<file path="src/cmpf_pkg.sv">
// Shared constants and item types for the color matrix pixel filter.
// No dependencies; every other file imports this package.
package cmpf_pkg;

	// Field and format widths
	localparam int PIX_W            = 32;
	localparam int CHAN_W           = 8;
	localparam int CHAN_FRAC_BITS   = 8;
	localparam int OFFSET_WIDTH     = 16;
	localparam int OFFSET_FRAC_BITS = 4;
	localparam int NUM_ROWS         = 4;
	localparam int NUM_COLORS       = 3;

	// Defaults for the gain format
	localparam int GAIN_FRAC_BITS_DEF = 8;
	localparam int GAIN_WIDTH_DEF     = 12;

	// Unpremultiply divider: dividend is c*255 with 8 fraction bits
	localparam int DIV_BITS   = 2 * CHAN_W + CHAN_FRAC_BITS;
	localparam int DIV_STEP   = 2;
	localparam int DIV_STAGES = DIV_BITS / DIV_STEP;

	// Pipeline depth, input accept edge to result strobe
	localparam int MATRIX_STAGES = 3;
	localparam int PREMUL_STAGES = 2;
	localparam int LATENCY       = DIV_STAGES + MATRIX_STAGES + PREMUL_STAGES;

	// Configuration register indexes
	localparam int CFG_IDX_W = 4;
	localparam logic [CFG_IDX_W-1:0] REG_RED_GAINS    = CFG_IDX_W'(0);
	localparam logic [CFG_IDX_W-1:0] REG_GREEN_GAINS  = CFG_IDX_W'(1);
	localparam logic [CFG_IDX_W-1:0] REG_BLUE_GAINS   = CFG_IDX_W'(2);
	localparam logic [CFG_IDX_W-1:0] REG_ALPHA_GAINS  = CFG_IDX_W'(3);
	localparam logic [CFG_IDX_W-1:0] REG_RED_OFFSET   = CFG_IDX_W'(4);
	localparam logic [CFG_IDX_W-1:0] REG_GREEN_OFFSET = CFG_IDX_W'(5);
	localparam logic [CFG_IDX_W-1:0] REG_BLUE_OFFSET  = CFG_IDX_W'(6);
	localparam logic [CFG_IDX_W-1:0] REG_ALPHA_OFFSET = CFG_IDX_W'(7);

	typedef logic [CHAN_W-1:0]   chan_t;
	typedef logic [DIV_BITS-1:0] straight_t;

	// Straight (unpremultiplied) item, divider to matrix
	typedef struct packed {
		logic      valid;
		chan_t     alpha;
		straight_t red;
		straight_t green;
		straight_t blue;
	} straight_pix_t;

	// Clamped matrix result, matrix to premultiply
	typedef struct packed {
		logic  valid;
		chan_t alpha;
		chan_t red;
		chan_t green;
		chan_t blue;
	} clamped_pix_t;

endpackage

</file>
<file path="src/cmpf_unpremul.sv">
// Unpremultiply pipeline: c*255*256/a per color, restoring division,
// DIV_STEP quotient bits per stage. Depends on cmpf_pkg.
module cmpf_unpremul (
	input  logic                         clk,
	input  logic                         arst_n,
	input  logic                         valid,
	input  logic [cmpf_pkg::PIX_W-1:0]   pixel,
	output cmpf_pkg::straight_pix_t      straight
);
	import cmpf_pkg::*;

	typedef struct packed {
		chan_t     rem;
		straight_t num;
		straight_t quo;
	} div_lane_t;

	// Scale a color to c*255 with CHAN_FRAC_BITS fraction bits
	function automatic straight_t scaled(chan_t c);
		logic [2*CHAN_W-1:0] c255;
		c255 = {c, {CHAN_W{1'b0}}} - {{CHAN_W{1'b0}}, c};
		return {c255, {CHAN_FRAC_BITS{1'b0}}};
	endfunction

	// Retire DIV_STEP quotient bits
	function automatic div_lane_t div_step(div_lane_t x, chan_t d);
		div_lane_t       y;
		logic [CHAN_W:0] t;
		logic            qbit;
		y = x;
		for (int i = 0; i < DIV_STEP; i++) begin
			t     = {y.rem, y.num[DIV_BITS-1]};
			y.num = {y.num[DIV_BITS-2:0], 1'b0};
			qbit  = (t >= {1'b0, d});
			if (qbit) begin
				t = t - {1'b0, d};
			end
			y.rem = t[CHAN_W-1:0];
			y.quo = {y.quo[DIV_BITS-2:0], qbit};
		end
		return y;
	endfunction

	logic      valid_s [DIV_STAGES];
	chan_t     alpha_s [DIV_STAGES];
	div_lane_t lane_s  [DIV_STAGES][NUM_COLORS];
	div_lane_t lane_d  [DIV_STAGES][NUM_COLORS];

	// Stage 0 steps the input pixel; later ones step the prior stage
	always_comb begin
		for (int st = 0; st < DIV_STAGES; st++) begin
			for (int l = 0; l < NUM_COLORS; l++) begin
				if (st == 0) begin
					lane_d[st][l] = div_step('{rem: '0,
						num: scaled(pixel[(NUM_COLORS-1-l)*CHAN_W +: CHAN_W]),
						quo: '0}, pixel[PIX_W-1 -: CHAN_W]);
				end else begin
					lane_d[st][l] = div_step(lane_s[st-1][l], alpha_s[st-1]);
				end
			end
		end
	end

	// Advance valid bits
	always_ff @(posedge clk or negedge arst_n) begin
		if (!arst_n) begin
			for (int st = 0; st < DIV_STAGES; st++) begin
				valid_s[st] <= 1'b0;
			end
		end else begin
			valid_s[0] <= valid;
			for (int st = 1; st < DIV_STAGES; st++) begin
				valid_s[st] <= valid_s[st-1];
			end
		end
	end

	// Advance payload
	always_ff @(posedge clk) begin
		alpha_s[0] <= pixel[PIX_W-1 -: CHAN_W];
		for (int st = 1; st < DIV_STAGES; st++) begin
			alpha_s[st] <= alpha_s[st-1];
		end
		for (int st = 0; st < DIV_STAGES; st++) begin
			for (int l = 0; l < NUM_COLORS; l++) begin
				lane_s[st][l] <= lane_d[st][l];
			end
		end
	end

	// Zero alpha gives straight colors of zero
	always_comb begin
		straight.valid = valid_s[DIV_STAGES-1];
		straight.alpha = alpha_s[DIV_STAGES-1];
		if (alpha_s[DIV_STAGES-1] != '0) begin
			straight.red   = lane_s[DIV_STAGES-1][0].quo;
			straight.green = lane_s[DIV_STAGES-1][1].quo;
			straight.blue  = lane_s[DIV_STAGES-1][2].quo;
		end else begin
			straight.red   = '0;
			straight.green = '0;
			straight.blue  = '0;
		end
	end

endmodule

</file>
<file path="config.mk">
export PLATFORM = sky130hd
export DESIGN_NAME = cmpf_unpremul
export DESIGN_NICKNAME = d
export VERILOG_FILES = /design/src/cmpf_pkg.sv /design/src/cmpf_unpremul.sv
export SDC_FILE = /design/constraint.sdc
export NUM_CORES = 2
export LEC_CHECK = 0
export ABC_AREA = 1
export BUFFER_PORTS_ARGS = -buffer_cell sky130_fd_sc_hd__buf_4
export CORE_MARGIN = 5
export CORE_UTILIZATION = 28
export CTS_BUF_LIST = sky130_fd_sc_hd__clkbuf_4 sky130_fd_sc_hd__clkbuf_8 sky130_fd_sc_hd__clkbuf_16
export DETAILED_ROUTE_END_ITERATION = 8
export PLACE_DENSITY_LB_ADDON = 0.12
export SKIP_CTS_REPAIR_TIMING = 1
export SLEW_MARGIN = 30
export SYNTH_ARGS = -nofsm -noshare
export SYNTH_HDL_FRONTEND = slang
export SYNTH_SLANG_ARGS = --single-unit
</file>
<file path="constraint.sdc">
create_clock -name clk -period 7.9 [get_ports clk]
set_input_delay 0.395 -clock clk [delete_from_list [all_inputs] [get_ports clk]]
set_output_delay 0.395 -clock clk [all_outputs]
set_load 0.02 [all_outputs]
</file>
==> results.cfg <==
[status]
status = finished, final reports clean

[worst_setup_path]
r2r_cells = 17
regToRegSetupSlack_ps = 3790
cp.arrival_ps = 4770
worstPathRequired_ps = 8560
path_class = reg -> reg
critical_path.cell_chain = inv_1, ha_1, nand2_1, inv_1, nand3_1, nand3_1, a21oi_1, o21ai_0, ha_1, nand3_1, nand2_1, nand2_1, o211ai_1, nand2_1, nand2_2, nand2_1, nand2_1
r2r-start = alpha_s[1][1]$_DFF_P_
cp_slowest_cell = a21oi_1
setup.worst_path.start = alpha_s[1][1]$_DFF_P_
worst_setup_path_start_kind = register
path_delay_family = simple AND/OR/NAND/NOR gates
cp_common_cell = nand2_1
reg2reg_to = lane_s[1][213]$_DFF_P_
crit_fanout = 12
critPathCaptureType = register
crit_buf_inv = 2
crit_path_max_incr_delay_ps = 640

[clocking]
cts_buffers = 116
insertion_delay_ps = 750
cts-root-buf = clkbuf_16
htreeDepth = 3
cts_tree = done
cts.sinks = 1008
clockBufferDepth = 3
cts.clk_slew.worst_paths_ps = 60

[grt]
antenna_found_initial = 7
grt_remaining_overflow = 0
grt_use_total_pct = 14.5
grt_max_degree = 47
grt_pass1_wl_mm = 231
grt_pass1_vias = 42000

[die]
pin_count = 116
start_util_pct = 28.1
die_w_um = 444
dieArea_sq_mm = 0.197
core_region_area_sq_mm = 0.188
row_count = 159
die_h_um = 444

[power]
p_sw_uw = 14600
power.clock.fraction_pct = 17.9
peakVddDrop_v = 0.000215
p_leak_uw = 0.0309
powerDensity_mw_per_mm2 = 517
power_frac_comb_pct = 57.4
p_sw_share_pct = 46.4
pwr-share-seq_pct = 24.7
p_int_uw = 16900

[synthesis]
ys_types = 54
synth_area_sq_mm = 0.0528
yosys_warnings = 0
syn_avg_cell_area_sq_um = 7.76
ys_seq_elements = 1008
syn_nets = 7450
synth-seq-area-share_pct = 38.3
async_flop_share_pct = 1.19
synthFlopType = dfxtp_1
syn_inst = 6809
synth-edff-count = 0

[hold_path]
hold_end = lane_s[0][34]$_DFF_P_
min_path_type = in -> reg
min_from = pixel[2]
holdPathStages = 4

[timing]
setup_viol = 0
finalWorstPathRequiredPeriod_ps = 4110
finalCritPeriodShare_pct = 52.0
tightestPinTransition_ps = 803
timing.setup.tns_ps = 0
rsz0062_at_grt = no
max_freq_mhz = 243
fin_hold_ws_ps = 33.7
slew_violations = 0
slew_headroom_pct = 46.4
skew_ps = 53.3
hold_viol = 0

[route]
drtIter0Drc = 2066
vias_per_cell = 4.43
ant_nets = 0
num_vias = 42700
wl_per_cell_um = 15.1
dr.pass1.iters = 6
drc = 0
totalWireLength_mm = 146

[cells_and_area]
layout.nets = 7676
area_delta_synth_final_pct = 15.5
drive_gt1_share_pct = 7.42
final_cell_area_sq_mm = 0.0610

[placed_design]
place_congestion = 0.845
dp_hpwl_mm = 116
numPortBuffers = 115
dpl_cell_area_sq_mm = 0.0565

[job]
max_cap_violations = 0
## worst max path at each step
stage / endpoint / slack, ps / cells past startpoint
3_5_place_dp: lane_s[0][212]$_DFF_P_ / 3760 / 18
5_1_grt: lane_s[1][588]$_DFF_P_ / 3320 / 20
2_1_floorplan: lane_s[0][157]$_DFF_P_ / 4640 / 22
3_3_place_gp: lane_s[0][215]$_DFF_P_ / 3770 / 17
4_1_cts: lane_s[0][212]$_DFF_P_ / 3750 / 18
6_report: lane_s[1][213]$_DFF_P_ / 3790 / 17
## through the flow
stage | std cells | worst slack, ps | power [uW] | util, %
floorplan | 6809 | 4640 | 21500 | -
global placement | 9376 | 3770 | 26100 | 30.1
detailed placement | 9376 | 3760 | 26000 | 30.1
CTS | 9593 | 3750 | 31900 | 32.3
global route | 9630 | 3320 | 34900 | 32.5
finish | 9634 | 3790 | 31600 | 32.5
## placed cells by master (no fill, tap or decap), types with 44 or more instances in the layout
cell,instances
nand2_1,1978
dfxtp_1,996
inv_1,832
ha_1,549
nand3_1,505
nor2_1,459
a21oi_1,329
xor2_1,208
nand4_1,182
xnor2_1,119
clkbuf_16,118
buf_4,117
o21ai_0,95
fa_1,57
nand2_2,46
nand3b_1,45
nor3_1,44
## state kept, by name, summed over array words and instances (netlist names)
register	count
straight	1
valid_s	11
alpha_s	96
lane_s	900
## layout make-up
class	instances	area, sq um
diodes	5	12.5
clock buffers	151	3310
clock inverters	66	827
fillers	20000	127000
inverters	855	3210
multi-input cells	4901	29000
flip-flops and latches	1008	20200
well taps	2495	3120
repair buffers	153	1240
## worst reg2reg max path, stage by stage, from the launching register on
cell	delay (ps)
dfxtp_1	310
inv_1	540
ha_1	370
nand2_1	90
inv_1	50
nand3_1	70
nand3_1	120
a21oi_1	640
o21ai_0	360
ha_1	390
nand3_1	80
nand2_1	130
nand2_1	70
o211ai_1	120
nand2_1	300
nand2_2	270
nand2_1	70
nand2_1	60
## metal layers
metal  part of all wire (%)  GRT usage, %  routed length [um]
met1                     49          19.9               71200
met2                     45          24.1               65600
met3                    3.8          1.88                5490
met4                    2.3          4.02                3300
met5                      0             0                   0
## synth_stat cells (12+ instances only)
cell type     n  area [sq um]
nand2_1    1978          7420
dfxtp_1     996         19900
inv_1       832          3120
ha_1        549          6870
nand3_1     505          2530
nor2_1      459          1720
a21oi_1     329          1650
xor2_1      208          1820
nand4_1     182          1140
xnor2_1     119          1040
o21ai_0      95           475
fa_1         57          1140
nand2_2      46           288
nand3b_1     45           338
nor3_1       44           220
a31oi_1      31           194
o211ai_1     31           233
a21o_1       24           180
buf_4        20           150
or2_2        20           125
inv_2        19          71.3
nand3_2      19           190
o21ai_1      18          90.1
nor2_2       17           106
nand2_4      15           169
o21ai_2      14           123
nand3_4      13           228
nor2_4       13           146
dfrtp_1      12           300
## power groups by stage
stage	logic, uW	registers (uW)	clock network, uW
after floorplan	14100	7410	0
after global placement	18100	7960	0
after detailed placement	18100	7940	0
after CTS	18200	7840	5920
after global routing	20800	7960	6130
final	18100	7780	5660
## kinds of logic (layout without fill, tap and decap cells)
| family | after synthesis | after routing | synth area share, % |
|---|---|---|---|
| DFF | 1008 | 1008 | 38.3 |
| and+or+nand+nor | 3382 | 3382 | 28.1 |
| buffers and inverters | 900 | 1225 | 6.69 |
| AOI/OAI and AO/OA | 586 | 586 | 6.27 |
| xor gates and xnor gates | 327 | 327 | 5.42 |
| other | 0 | 5 | 0 |
| adders and majority gates | 606 | 606 | 15.2 |
No activity file was read; power rests on OpenSTA's default activity.
