### config.mk
export PLATFORM = sky130hd
export DESIGN_NAME = cmpf_premul
export DESIGN_NICKNAME = d
export VERILOG_FILES = /design/src/cmpf_pkg.sv /design/src/cmpf_premul.sv
export SDC_FILE = /design/constraint.sdc
export NUM_CORES = 1
export LEC_CHECK = 0
export ABC_AREA = 0
export BUFFER_PORTS_ARGS = -buffer_cell sky130_fd_sc_hd__buf_2
export CAP_MARGIN = 20
export CORE_MARGIN = 2
export CORE_UTILIZATION = 56
export CTS_CLUSTER_SIZE = 24
export DETAILED_ROUTE_END_ITERATION = 16
export PLACE_DENSITY = 0.78
export SYNTH_ARGS = -nofsm -noshare
export SYNTH_HDL_FRONTEND = slang
export SYNTH_SLANG_ARGS = --single-unit
### constraint.sdc
create_clock -name clk -period 1.67 [get_ports clk]
set_input_delay 0.0835 -clock clk [delete_from_list [all_inputs] [get_ports clk]]
set_output_delay 0.0835 -clock clk [all_outputs]
set_load 0.03 [all_outputs]
### src/cmpf_pkg.sv
// Shared constants and item types for the color matrix pixel filter.
// No dependencies; every other file imports this package.
package cmpf_pkg;

	// Field and format widths
	localparam int PIX_W            = 32;
	localparam int CHAN_W           = 8;
	localparam int CHAN_FRAC_BITS   = 8;
	localparam int OFFSET_WIDTH     = 16;
	localparam int OFFSET_FRAC_BITS = 4;
	localparam int NUM_ROWS         = 4;
	localparam int NUM_COLORS       = 3;

	// Defaults for the gain format
	localparam int GAIN_FRAC_BITS_DEF = 8;
	localparam int GAIN_WIDTH_DEF     = 12;

	// Unpremultiply divider: dividend is c*255 with 8 fraction bits
	localparam int DIV_BITS   = 2 * CHAN_W + CHAN_FRAC_BITS;
	localparam int DIV_STEP   = 2;
	localparam int DIV_STAGES = DIV_BITS / DIV_STEP;

	// Pipeline depth, input accept edge to result strobe
	localparam int MATRIX_STAGES = 3;
	localparam int PREMUL_STAGES = 2;
	localparam int LATENCY       = DIV_STAGES + MATRIX_STAGES + PREMUL_STAGES;

	// Configuration register indexes
	localparam int CFG_IDX_W = 4;
	localparam logic [CFG_IDX_W-1:0] REG_RED_GAINS    = CFG_IDX_W'(0);
	localparam logic [CFG_IDX_W-1:0] REG_GREEN_GAINS  = CFG_IDX_W'(1);
	localparam logic [CFG_IDX_W-1:0] REG_BLUE_GAINS   = CFG_IDX_W'(2);
	localparam logic [CFG_IDX_W-1:0] REG_ALPHA_GAINS  = CFG_IDX_W'(3);
	localparam logic [CFG_IDX_W-1:0] REG_RED_OFFSET   = CFG_IDX_W'(4);
	localparam logic [CFG_IDX_W-1:0] REG_GREEN_OFFSET = CFG_IDX_W'(5);
	localparam logic [CFG_IDX_W-1:0] REG_BLUE_OFFSET  = CFG_IDX_W'(6);
	localparam logic [CFG_IDX_W-1:0] REG_ALPHA_OFFSET = CFG_IDX_W'(7);

	typedef logic [CHAN_W-1:0]   chan_t;
	typedef logic [DIV_BITS-1:0] straight_t;

	// Straight (unpremultiplied) item, divider to matrix
	typedef struct packed {
		logic      valid;
		chan_t     alpha;
		straight_t red;
		straight_t green;
		straight_t blue;
	} straight_pix_t;

	// Clamped matrix result, matrix to premultiply
	typedef struct packed {
		logic  valid;
		chan_t alpha;
		chan_t red;
		chan_t green;
		chan_t blue;
	} clamped_pix_t;

endpackage

### src/cmpf_premul.sv
// Re-premultiply: c*a then truncating divide by 255, packed into ARGB32.
// Two register stages; the second drives the result ports. Depends on cmpf_pkg.
module cmpf_premul (
	input  logic                       clk,
	input  logic                       arst_n,
	input  cmpf_pkg::clamped_pix_t     clamped,
	output logic                       done,
	output logic [cmpf_pkg::PIX_W-1:0] pixel
);
	import cmpf_pkg::*;

	localparam int XW = 2 * CHAN_W;

	logic          valid_s1;
	logic [XW-1:0] prod_s1 [NUM_COLORS];
	chan_t         alpha_s1;
	logic          valid_s2;
	logic [PIX_W-1:0] pixel_s2;

	chan_t    color [NUM_COLORS];
	logic [XW:0] adj [NUM_COLORS];
	chan_t    quot [NUM_COLORS];

	assign color[0] = clamped.red;
	assign color[1] = clamped.green;
	assign color[2] = clamped.blue;

	// floor(x/255) = (x + 1 + (x >> 8)) >> 8 over the 16-bit product range
	always_comb begin
		for (int l = 0; l < NUM_COLORS; l++) begin
			adj[l]  = {1'b0, prod_s1[l]} + (XW+1)'(1)
				+ (XW+1)'(prod_s1[l] >> CHAN_W);
			quot[l] = adj[l][XW-1:CHAN_W];
		end
	end

	// Advance valid bits
	always_ff @(posedge clk or negedge arst_n) begin
		if (!arst_n) begin
			valid_s1 <= 1'b0;
			valid_s2 <= 1'b0;
		end else begin
			valid_s1 <= clamped.valid;
			valid_s2 <= valid_s1;
		end
	end

	// Multiply by new alpha, then divide and pack
	always_ff @(posedge clk) begin
		for (int l = 0; l < NUM_COLORS; l++) begin
			prod_s1[l] <= XW'(color[l]) * XW'(clamped.alpha);
		end
		alpha_s1 <= clamped.alpha;
		pixel_s2 <= {alpha_s1, quot[0], quot[1], quot[2]};
	end

	assign done  = valid_s2;
	assign pixel = pixel_s2;

endmodule

==> results of run 1 <==
==> final cells by class <==
class	instances	area share (%)
inverters	156	4.57
clock buffers	11	1.89
well taps	216	2.10
repair buffers	242	15.8
multi-input cells	678	60.8
clock inverters	5	0.661
flip-flops and latches	90	14.2
==> cells by family after synthesis <==
group / Yosys count
buffers and inverters: 173
adders and majority gates: 237
and+or+nand+nor: 281
DFF: 90
AOI/OAI and AO/OA: 104
xor gates and xnor gates: 56
==> critical path, cell delays in order <==
cell	delay (ps)
buf_12	110
buf_12	130
buf_8	130
nand2_2	60
fa_1	430
fa_1	510
inv_1	70
fa_1	510
inv_2	50
fa_1	570
inv_2	70
ha_4	250
o21ai_4	170
a21oi_2	110
a31o_2	260
a21oi_2	140
xnor2_1	140
==> layout by cell type, fill, tap and decap left out, types with 5 or more instances in the layout <==
cell type,synthesis,routed
nand2_1,50,36
and2_1,167,127
o21ai_2,2,6
fa_1,108,92
ha_4,0,42
xnor2_1,44,35
clkbuf_16,0,11
a21oi_4,0,7
xnor2_2,0,9
nand3_1,9,6
a21oi_2,1,19
dfxtp_2,0,11
fa_2,0,16
xor2_1,12,11
dfxtp_1,88,77
a21o_1,12,12
buf_6,0,37
nor2b_4,1,6
buf_12,0,10
nand4_1,10,10
buf_4,0,129
nand2_2,0,11
a21oi_1,34,9
ha_1,129,87
inv_1,156,125
buf_2,1,51
o21ai_0,18,5
o21ai_4,0,7
nor2_4,0,8
o211ai_1,8,8
inv_2,0,30
dlygate4sd3_1,0,6
nor2_1,19,10
and2_4,0,40
==> layer usage <==
metal / up-vias / GRT usage, % / part of all wire [%]
met5: - / 0 / 0
met4: 0 / 10.0 / 3.7
met3: 85 / 5.29 / 4.9
met2: 259 / 52.4 / 53
met1: 3713 / 33.7 / 39
li1: 3460 / - / -
==> worst max-delay path by stage <==
| stage | slack, ps | depth (start not counted) | end | startpoint |
|---|---|---|---|---|
| finish | -1820 | 17 | prod_s1[0][12] | clamped[29] |
| global route | -1960 | 17 | prod_s1[0][15] | clamped[29] |
| CTS | -1760 | 16 | prod_s1[0][31] | clamped[29] |
| detailed placement | -2200 | 15 | prod_s1[0][45] | clamped[27] |
| global placement | -2110 | 15 | prod_s1[0][45] | clamped[27] |
| floorplan | -1970 | 15 | prod_s1[0][45] | clamped[28] |
==> Yosys cell counts, types with 12 or more instances <==
cell type,count,area share [%]
o21ai_0,18,1.0
a21o_1,12,1.0
dfxtp_1,88,20
nand2_1,50,2.1
nor2_1,19,0.79
inv_1,156,6.5
clkbuf_1,16,0.67
a21oi_1,34,1.9
fa_1,108,24
xnor2_1,44,4.3
ha_1,129,18
xor2_1,12,1.2
and2_1,167,12
==> sequential cells by signal, indices dropped and copies added (netlist names) <==
signal / flops
prod_s1: 48
done: 1
alpha_s1: 8
valid_s1: 1
pixel: 32
==> repair_timing <==
action | 4_1_cts | 5_1_grt
resized for setup | 133 | 124
cloned | 2 | 2
buffers inserted | 19 | 16
hold endpoints to repair | 6 | 1
pin swaps | 76 | 107
setup endpoints to repair | 43 | 60
hold buffers | 5 | 1
==> where the power goes <==
group | switching [uW] | internal, uW
combinational | 7120 | 7130
sequential | 555 | 3050
clock | 929 | 1360
==> through the flow <==
step / total power [uW] / setup TNS (ps)
floorplan: 11000 / -49750
global placement: 13900 / -64100
detailed placement: 14200 / -65700
CTS: 17900 / -50150
global route: 21400 / -56260
finish: 20200 / -52260
==> run_results.csv, run 1 <==
group,metric,value,unit
outcome,outcome,"finished with violations",
outcome,violations,"setup timing",
clocking,htreeDepth,3,
synthesis,synth-edff-count,0,
synthesis,synth_cells,941,
die,pin_count,68,
synthesis,avgSynthCellArea,9.55,um2
timing,hold_viol_final,0,
timing,fin_hold_ws,26.6,ps
die,die-width,131,um
worst_setup_path,start_kind,"primary input",
timing,setup_viol,43,
min_path,hp-start,"clamped[30]",
worst_setup_path,critPathArrivalTime,3780,ps
min_path,worstHoldEndpoint,"alpha_s1[6]",
layout,fillers,855,
grt,antenna_found_initial,0,
power_and_ir_drop,power_density,1570,nW/um2
clocking,clkLatencyLatePin,360,ps
synthesis,synthAdderAreaFrac,42.0,%
synthesis,synthMuxAreaShare,0,%
die,start_util,57.0,%
worst_setup_path,r2r-end,"pixel[17]",
worst_setup_path,r2r_slack,-50,ps
clocking,clk_pin_slew,80,ps
synthesis,synth_area,8990,um2
worst_setup_path,cp_max_fo,6,
clocking,cts-buffers-inserted,9,
placed_design,gp_congestion,0.853,
layout,final_cell_area,12900,um2
synthesis,synth_compound_area_share,7.41,%
route,wl_per_cell,18.4,um
die,std_cell_rows,46,
synthesis,synthArstFlopShare,2.22,%
die,core_area,15800,um2
layout,layout-drive-gt1-share,41.7,%
grt,grt_pass1_wl,38000,um
timing,maxSlewViolCount,0,
power_and_ir_drop,vdd_drop_max,1.18,mV
worst_setup_path,worstSetupPathType,"in2reg",
synthesis,syn-num-nets,1213,
route,via_count,7517,
layout,area_delta_synth_final,43.1,%
layout,final_util,81.6,%
layout,layout.cells.non_filler,1398,
route,drt-vias-per-instance,5.38,
layout,final_nets,1449,
worst_setup_path,worstPathRequired,1960,ps
die,die_y,131,um
timing,min_period,3490,ps
power_and_ir_drop,leakagePower,0.00619,uW
grt,grt_max_degree,16,
placed_design,dpl_worst_slack,-2200,ps
synthesis,synth_ff_type,"dfxtp_1",
clocking,clk_path_buf_depth,2,
worst_setup_path,end_kind,"register",
synthesis,synth_top_family_by_area,"adder cells",
clocking,root_buffer,"clkbuf_16",
synthesis,ys_warn_count,0,
timing,rsz0062_at_grt,"true",
layout,diodes,0,
timing,relSlewSlack,67.4,%
grt,globalRouteOverflowTotal,0,
route,routed_wl,25700,um
timing,tightest_slew,488,ps
synthesis,synth-simple-area-share,17.7,%
worst_setup_path,rr_worst_depth,8,
placed_design,placed_cell_area,11200,um2
route,postRouteAntennaNets,0,
timing,fin_skew,6.48,ps
die,fp.dieArea,17100,um2
clocking,cts_tree,"done",
timing,fin_crit_sh,209,%
route,drc,0,
min_path,hold_depth,2,
synthesis,synth_cell_types,45,
placed_design,port_buffers,67,
grt,grt_pass1_vias,7964,
timing,fmax,0.286,GHz
worst_setup_path,timing.rr.start,"prod_s1[0][12]",
timing,setup_ws,-1820,ps
synthesis,synthXorXnorAreaFrac,5.46,%
layout,final-seq-area,1830,um2
grt,grtUsageTotal,28.7,%
placed_design,placed_cells,1343,
route,drt_pre_antenna_iters,4,
synthesis,synth-seq-area-share,20.2,%
placed_design,dp_hpwl,16200,um
flow_run,maxCapViolations,0,
route,drt_iter0_markers,307,
clocking,cts.sinks,90,
layout,multi_input_area,7820,um2
min_path,hp-class,"in2reg",
synthesis,ys_ff_latch,90,
No activity file was read; power rests on OpenSTA's default activity.
==> run 2, diff against run 1 <==
Settings changed: RECOVER_POWER set to 50.
==> run_results.csv, run 2 (synthesis results as in run 1) <==
group,metric,value,unit
power_and_ir_drop,vdd_drop_max,1.17,mV
clocking,clk_path_buf_depth,2,
layout,layout_common_cells,"and2_1, inv_1, buf_4",
layout,final_nets,1449,
layout,area_delta_synth_final,42.7,%
timing,maxSlewViolCount,0,
worst_setup_path,critPathArrivalTime,3730,ps
route,wl_per_cell,18.4,um
grt,antenna_found_initial,0,
layout,layout-drive-gt1-share,39.9,%
placed_design,port_buffers,67,
worst_setup_path,worstSetupPathType,"in2reg",
layout,layout_commonest_cell,"and2_1",
worst_setup_path,r2r_slack,-60,ps
worst_setup_path,r2r-end,"pixel[17]",
worst_setup_path,startpoint,"clamped[5]",
worst_setup_path,rr_worst_depth,8,
die,core_area,15800,um2
grt,top_usage_layer,"met2",
flow_run,maxCapViolations,0,
die,fp.dieArea,17100,um2
placed_design,gp_congestion,0.853,
timing,fmax,0.287,GHz
grt,grt_pass1_wl,38000,um
outcome,outcome,"finished with violations",
timing,setup_viol,44,
grt,globalRouteOverflowTotal,0,
timing,tightest_slew,490,ps
worst_setup_path,timing.rr.start,"prod_s1[0][12]",
route,drt-vias-per-instance,5.35,
route,drt_iter0_markers,376,
grt,grt_max_degree,16,
layout,final-seq-area,1830,um2
worst_setup_path,start_kind,"primary input",
die,start_util,57.0,%
timing,min_period,3480,ps
timing,setup_ws,-1810,ps
clocking,cts_tree,"done",
clocking,clk_pin_slew,60,ps
route,routed_wl,25700,um
worst_setup_path,end_kind,"register",
min_path,hp-class,"in2async",
placed_design,dpl_worst_slack,-2200,ps
power_and_ir_drop,leakagePower,0.00612,uW
route,drt_pre_antenna_iters,5,
timing,fin_crit_sh,209,%
grt,grt_pass1_vias,7964,
worst_setup_path,cp_max_fo,7,
grt,met1_usage,33.7,%
clocking,cts.sinks,90,
route,postRouteAntennaNets,0,
timing,relSlewSlack,67.2,%
layout,fillers,874,
power_and_ir_drop,power_density,1570,nW/um2
timing,hold_viol_final,0,
layout,final_util,81.3,%
grt,grtUsageTotal,28.7,%
clocking,clkLatencyLatePin,360,ps
clocking,root_buffer,"clkbuf_16",
layout,diodes,0,
timing,finalSetupTns,-53590,ps
route,via_count,7483,
clocking,htreeDepth,3,
die,die-width,131,um
worst_setup_path,worstPathRequired,1910,ps
die,std_cell_rows,46,
die,die_y,131,um
placed_design,placed_cell_area,11200,um2
outcome,violations,"setup timing",
layout,top_register,"prod_s1",
clocking,cts-buffers-inserted,9,
grt,grt_use_met3,5.29,%
grt,use_met2,52.4,%
layout,final_cell_area,12800,um2
die,pin_count,68,
layout,largest_reg_flops,48,
layout,multi_input_area,7820,um2
timing,rsz0062_at_grt,"true",
route,drc,0,
placed_design,dp_hpwl,16200,um
timing,fin_hold_ws,47.5,ps
timing,fin_skew,6.41,ps
-- run 2: area by class of cell --
type / count / area share, %
Multi-Input combinational cell: 678 / 61.0
Timing Repair Buffer: 242 / 15.5
Sequential cell: 90 / 14.2
Inverter: 156 / 4.59
Tap cell: 216 / 2.11
Clock buffer: 11 / 1.89
Clock inverter: 5 / 0.664
-- run 2: layer usage --
layer	up-vias	share of wire [%]
met2	263	53
met3	80	5.0
li1	3458	-
met5	-	0
met1	3682	38
met4	0	3.6
-- run 2: metrics by stage --
| stage | power, uW | std cells |
|---|---|---|
| after floorplan | 11000 | 941 |
| after global placement | 13900 | 1343 |
| after detailed placement | 14200 | 1343 |
| after CTS | 17900 | 1385 |
| after global routing | 21400 | 1398 |
| final | 20100 | 1398 |
-- run 2: report_power, final --
part / total, uW / internal, uW / leakage [uW] / switching (uW)
Sequential: 3610 / 3050 / 0.000764 / 558
Combinational: 14200 / 7100 / 0.00520 / 7120
Clock: 2290 / 1360 / 0.000157 / 926
Total: 20100 / 11500 / 0.00612 / 8600
-- run 2: worst max path at each step --
stage | endpoint | depth (start not counted) | slack (ps)
2_1_floorplan | prod_s1[0][45] | 15 | -1970
3_3_place_gp | prod_s1[0][45] | 15 | -2110
3_5_place_dp | prod_s1[0][45] | 15 | -2200
4_1_cts | prod_s1[0][31] | 16 | -1760
5_1_grt | prod_s1[0][15] | 17 | -1960
6_report | prod_s1[0][45] | 15 | -1810
-- run 2: worst max-delay path, cell delays in order --
cell      delay (ps)
buf_4            140
nand2_1           90
fa_1             500
fa_1             530
inv_1             60
fa_1             480
inv_1             50
fa_1             490
inv_2             50
ha_4             220
o21ai_4          190
a211oi_2          80
or3_4            350
o31a_1           260
xor2_1           150
-- run 2: repair_timing --
action                                  CTS  global route
endpoints found under the hold margin     6             1
buffers inserted                         19            16
resized for setup                       133           124
pin swaps                                76           107
hold buffers                              5             1
cloned                                    2             2
endpoints found under the setup margin   43            60
==> run 3, diff against run 2 <==
Settings changed: ABC_AREA 0 to 1, CORE_UTILIZATION 56 to 57, PLACE_DENSITY 0.78 to 0.79.
==> run_results.csv, run 3 <==
group,metric,value,unit
power_and_ir_drop,power_switching,11300,uW
synthesis,syn-num-nets,1826,
die,std_cell_rows,49,
worst_setup_path,start_kind,"primary input",
grt,grtUsageTotal,29.0,%
timing,finalSetupTns,-53820,ps
layout,final_nets,2012,
synthesis,synth-seq-area-share,17.0,%
clocking,root_buffer,"clkbuf_16",
clocking,cts.sinks,90,
outcome,outcome,"finished with violations",
synthesis,avgSynthCellArea,6.84,um2
timing,setup_viol,40,
power_and_ir_drop,leakagePower,0.00851,uW
clocking,htreeDepth,3,
worst_setup_path,cp_max_fo,7,
worst_setup_path,rr_worst_depth,8,
power_and_ir_drop,vdd_drop_max,0.912,mV
layout,layout_commonest_cell,"nand2_1",
layout,fillers,1058,
clocking,clk_path_buf_depth,2,
timing,min_period,3380,ps
grt,globalRouteOverflowTotal,0,
timing,fin_skew,8.74,ps
synthesis,synthArstFlopShare,2.22,%
die,core_area,18100,um2
placed_design,port_buffers,67,
synthesis,synth_top_cell_by_area,"fa_1",
worst_setup_path,r2r-end,"pixel[13]",
timing,hold_viol_final,0,
placed_design,dp_hpwl,20000,um
synthesis,synth_ff_type,"dfxtp_1",
synthesis,yosysTopAreaCellShare,20.3,%
flow_run,maxCapViolations,0,
power_and_ir_drop,fin_total_pwr,22400,uW
power_and_ir_drop,p_comb_share,74.9,%
outcome,violations,"setup timing",
route,postRouteAntennaNets,0,
power_and_ir_drop,pwr-share-seq,15.9,%
worst_setup_path,critPathArrivalTime,3670,ps
clocking,clkLatencyLatePin,350,ps
timing,relSlewSlack,44.5,%
min_path,hold_depth,1,
timing,maxSlewViolCount,0,
die,start_util,58.6,%
layout,top_register,"prod_s1",
synthesis,ys_warn_count,0,
timing,rsz0062_at_grt,"true",
timing,fmax,0.296,GHz
route,drc,0,
synthesis,synth_area,10600,um2
worst_setup_path,timing.rr.start,"prod_s1[0][30]",
synthesis,synth_area_leaders,"fa_1, nand2_1, dfxtp_1",
route,via_count,10600,
power_and_ir_drop,clockPowerShare,9.2,%
clocking,cts_tree,"done",
timing,setup_ws,-1710,ps
route,drt_pre_antenna_iters,5,
placed_design,placed_cell_area,12400,um2
route,drt_iter0_markers,719,
grt,antenna_found_initial,1,
die,fp.dieArea,19800,um2
min_path,hp-start,"clamped[26]",
layout,largest_reg_flops,48,
route,wl_per_cell,16.1,um
route,drt-vias-per-instance,5.34,
die,die_y,141,um
worst_setup_path,r2r_slack,10,ps
worst_setup_path,end_kind,"register",
worst_setup_path,worstSetupPathType,"in2reg",
power_and_ir_drop,p_sw_share,50.4,%
grt,grt_pass1_wl,46800,um
synthesis,ys_ff_latch,90,
timing,tightest_slew,833,ps
synthesis,synth_most_common_cell,"nand2_1",
grt,grt_max_degree,17,
power_and_ir_drop,power_density,1580,nW/um2
layout,final-seq-area,1810,um2
die,pin_count,68,
synthesis,synth_cells,1554,
min_path,worstHoldEndpoint,"alpha_s1[2]",
layout,layout_common_cells,"nand2_1, inv_1, buf_4",
min_path,hp-class,"in2reg",
worst_setup_path,worstPathRequired,1960,ps
layout,area_delta_synth_final,33.1,%
placed_design,gp_congestion,0.920,
layout,layout-drive-gt1-share,28.4,%
layout,multi_input_area,8320,um2
timing,fin_crit_sh,203,%
die,die-width,141,um
synthesis,ys_top_cells_by_count,"nand2_1, inv_1, ha_1",
grt,grt_pass1_vias,10500,
route,routed_wl,31800,um
clocking,cts-buffers-inserted,9,
layout,final_cell_area,14200,um2
synthesis,synth_cell_types,26,
power_and_ir_drop,p_int,11100,uW
clocking,clk_pin_slew,70,ps
synthesis,synth-edff-count,0,
## run 3: changes by cell type in the layout (fill, tap and decap cells not counted), moves of 29 or more
cell	before	now
and2_4	40	0
nand2_1	36	408
nor2_1	10	41
inv_2	30	59
inv_1	125	378
nand2_2	11	58
and2_1	126	6
## run 3: critical path: stages
cell and delay (ps):
buf_8 100, buf_12 130, buf_12 140, nand2_4 60, fa_2 420, fa_1 490, inv_1 60, fa_1 510
inv_1 70, fa_1 520, inv_2 60, ha_4 340, nand2_4 110, nor2_1 200, nand3_2 130, nand3_2 110
nand2_2 70, nand2_1 70
## run 3: kinds of logic (layout without fill, tap and decap cells)
kind of cell / Yosys count / after routing / share of synthesized area [%]
AOI/OAI and AO/OA: 63 / 63 / 3.48
xor gates and xnor gates: 24 / 24 / 1.98
adders and majority gates: 237 / 237 / 35.5
buffers and inverters: 479 / 670 / 16.9
DFF: 90 / 90 / 17.0
other: 0 / 1 / 0
and+or+nand+nor: 661 / 661 / 25.1
## run 3: repair_timing
action	4_1_cts	5_1_grt
endpoints found under the hold margin	7	0
gates cloned	1	0
gates resized for setup	165	154
pin swaps	85	89
setup endpoints to repair	39	41
hold buffers	6	0
setup buffers	17	7
## run 3: area by class of cell
cell class,count,area share [%]
clock inverter,5,0.398
multi-input combinational,985,58.8
timing repair buffer,215,12.6
sequential,90,12.8
tap,229,2.02
inverter,439,11.7
clock buffer,11,1.64
antenna,1,0.0177
## run 3: power groups by stage
stage,registers (uW),clock network [uW],logic (uW)
finish,3550,2060,16800
global route,3610,2160,18100
CTS,3500,2080,14500
detailed placement,3550,0,13100
global placement,3530,0,12700
floorplan,4050,0,8960
## run 3: how the worst max path moves through the flow
stage                start        endpoint  slack, ps
2_1_floorplan  clamped[11]  prod_s1[0][29]      -1500
3_3_place_gp   clamped[26]  prod_s1[0][41]      -1830
3_5_place_dp   clamped[28]  prod_s1[0][29]      -1900
4_1_cts        clamped[29]  prod_s1[0][45]      -1460
5_1_grt        clamped[24]  prod_s1[0][44]      -1780
6_report       clamped[29]  prod_s1[0][44]      -1710
## run 3: through the flow
stage                     hold slack [ps]  setup slack [ps]  utilization, %  instances
final                                5.34             -1710            78.0       1975
after floorplan                      -212             -1500               -       1554
after CTS                            3.05             -1460            74.7       1970
after global routing                -1.63             -1780            78.0       1975
after global placement               -133             -1830            68.6       1932
after detailed placement             -130             -1900            68.6       1932
## run 3: layer usage
metal	part of all wire (%)	GRT usage, %	vias up
li1	-	-	4896
met1	37	34.8	4878
met2	50	51.5	600
met3	7.4	4.45	178
met4	6.0	13.2	0
met5	0	0	-
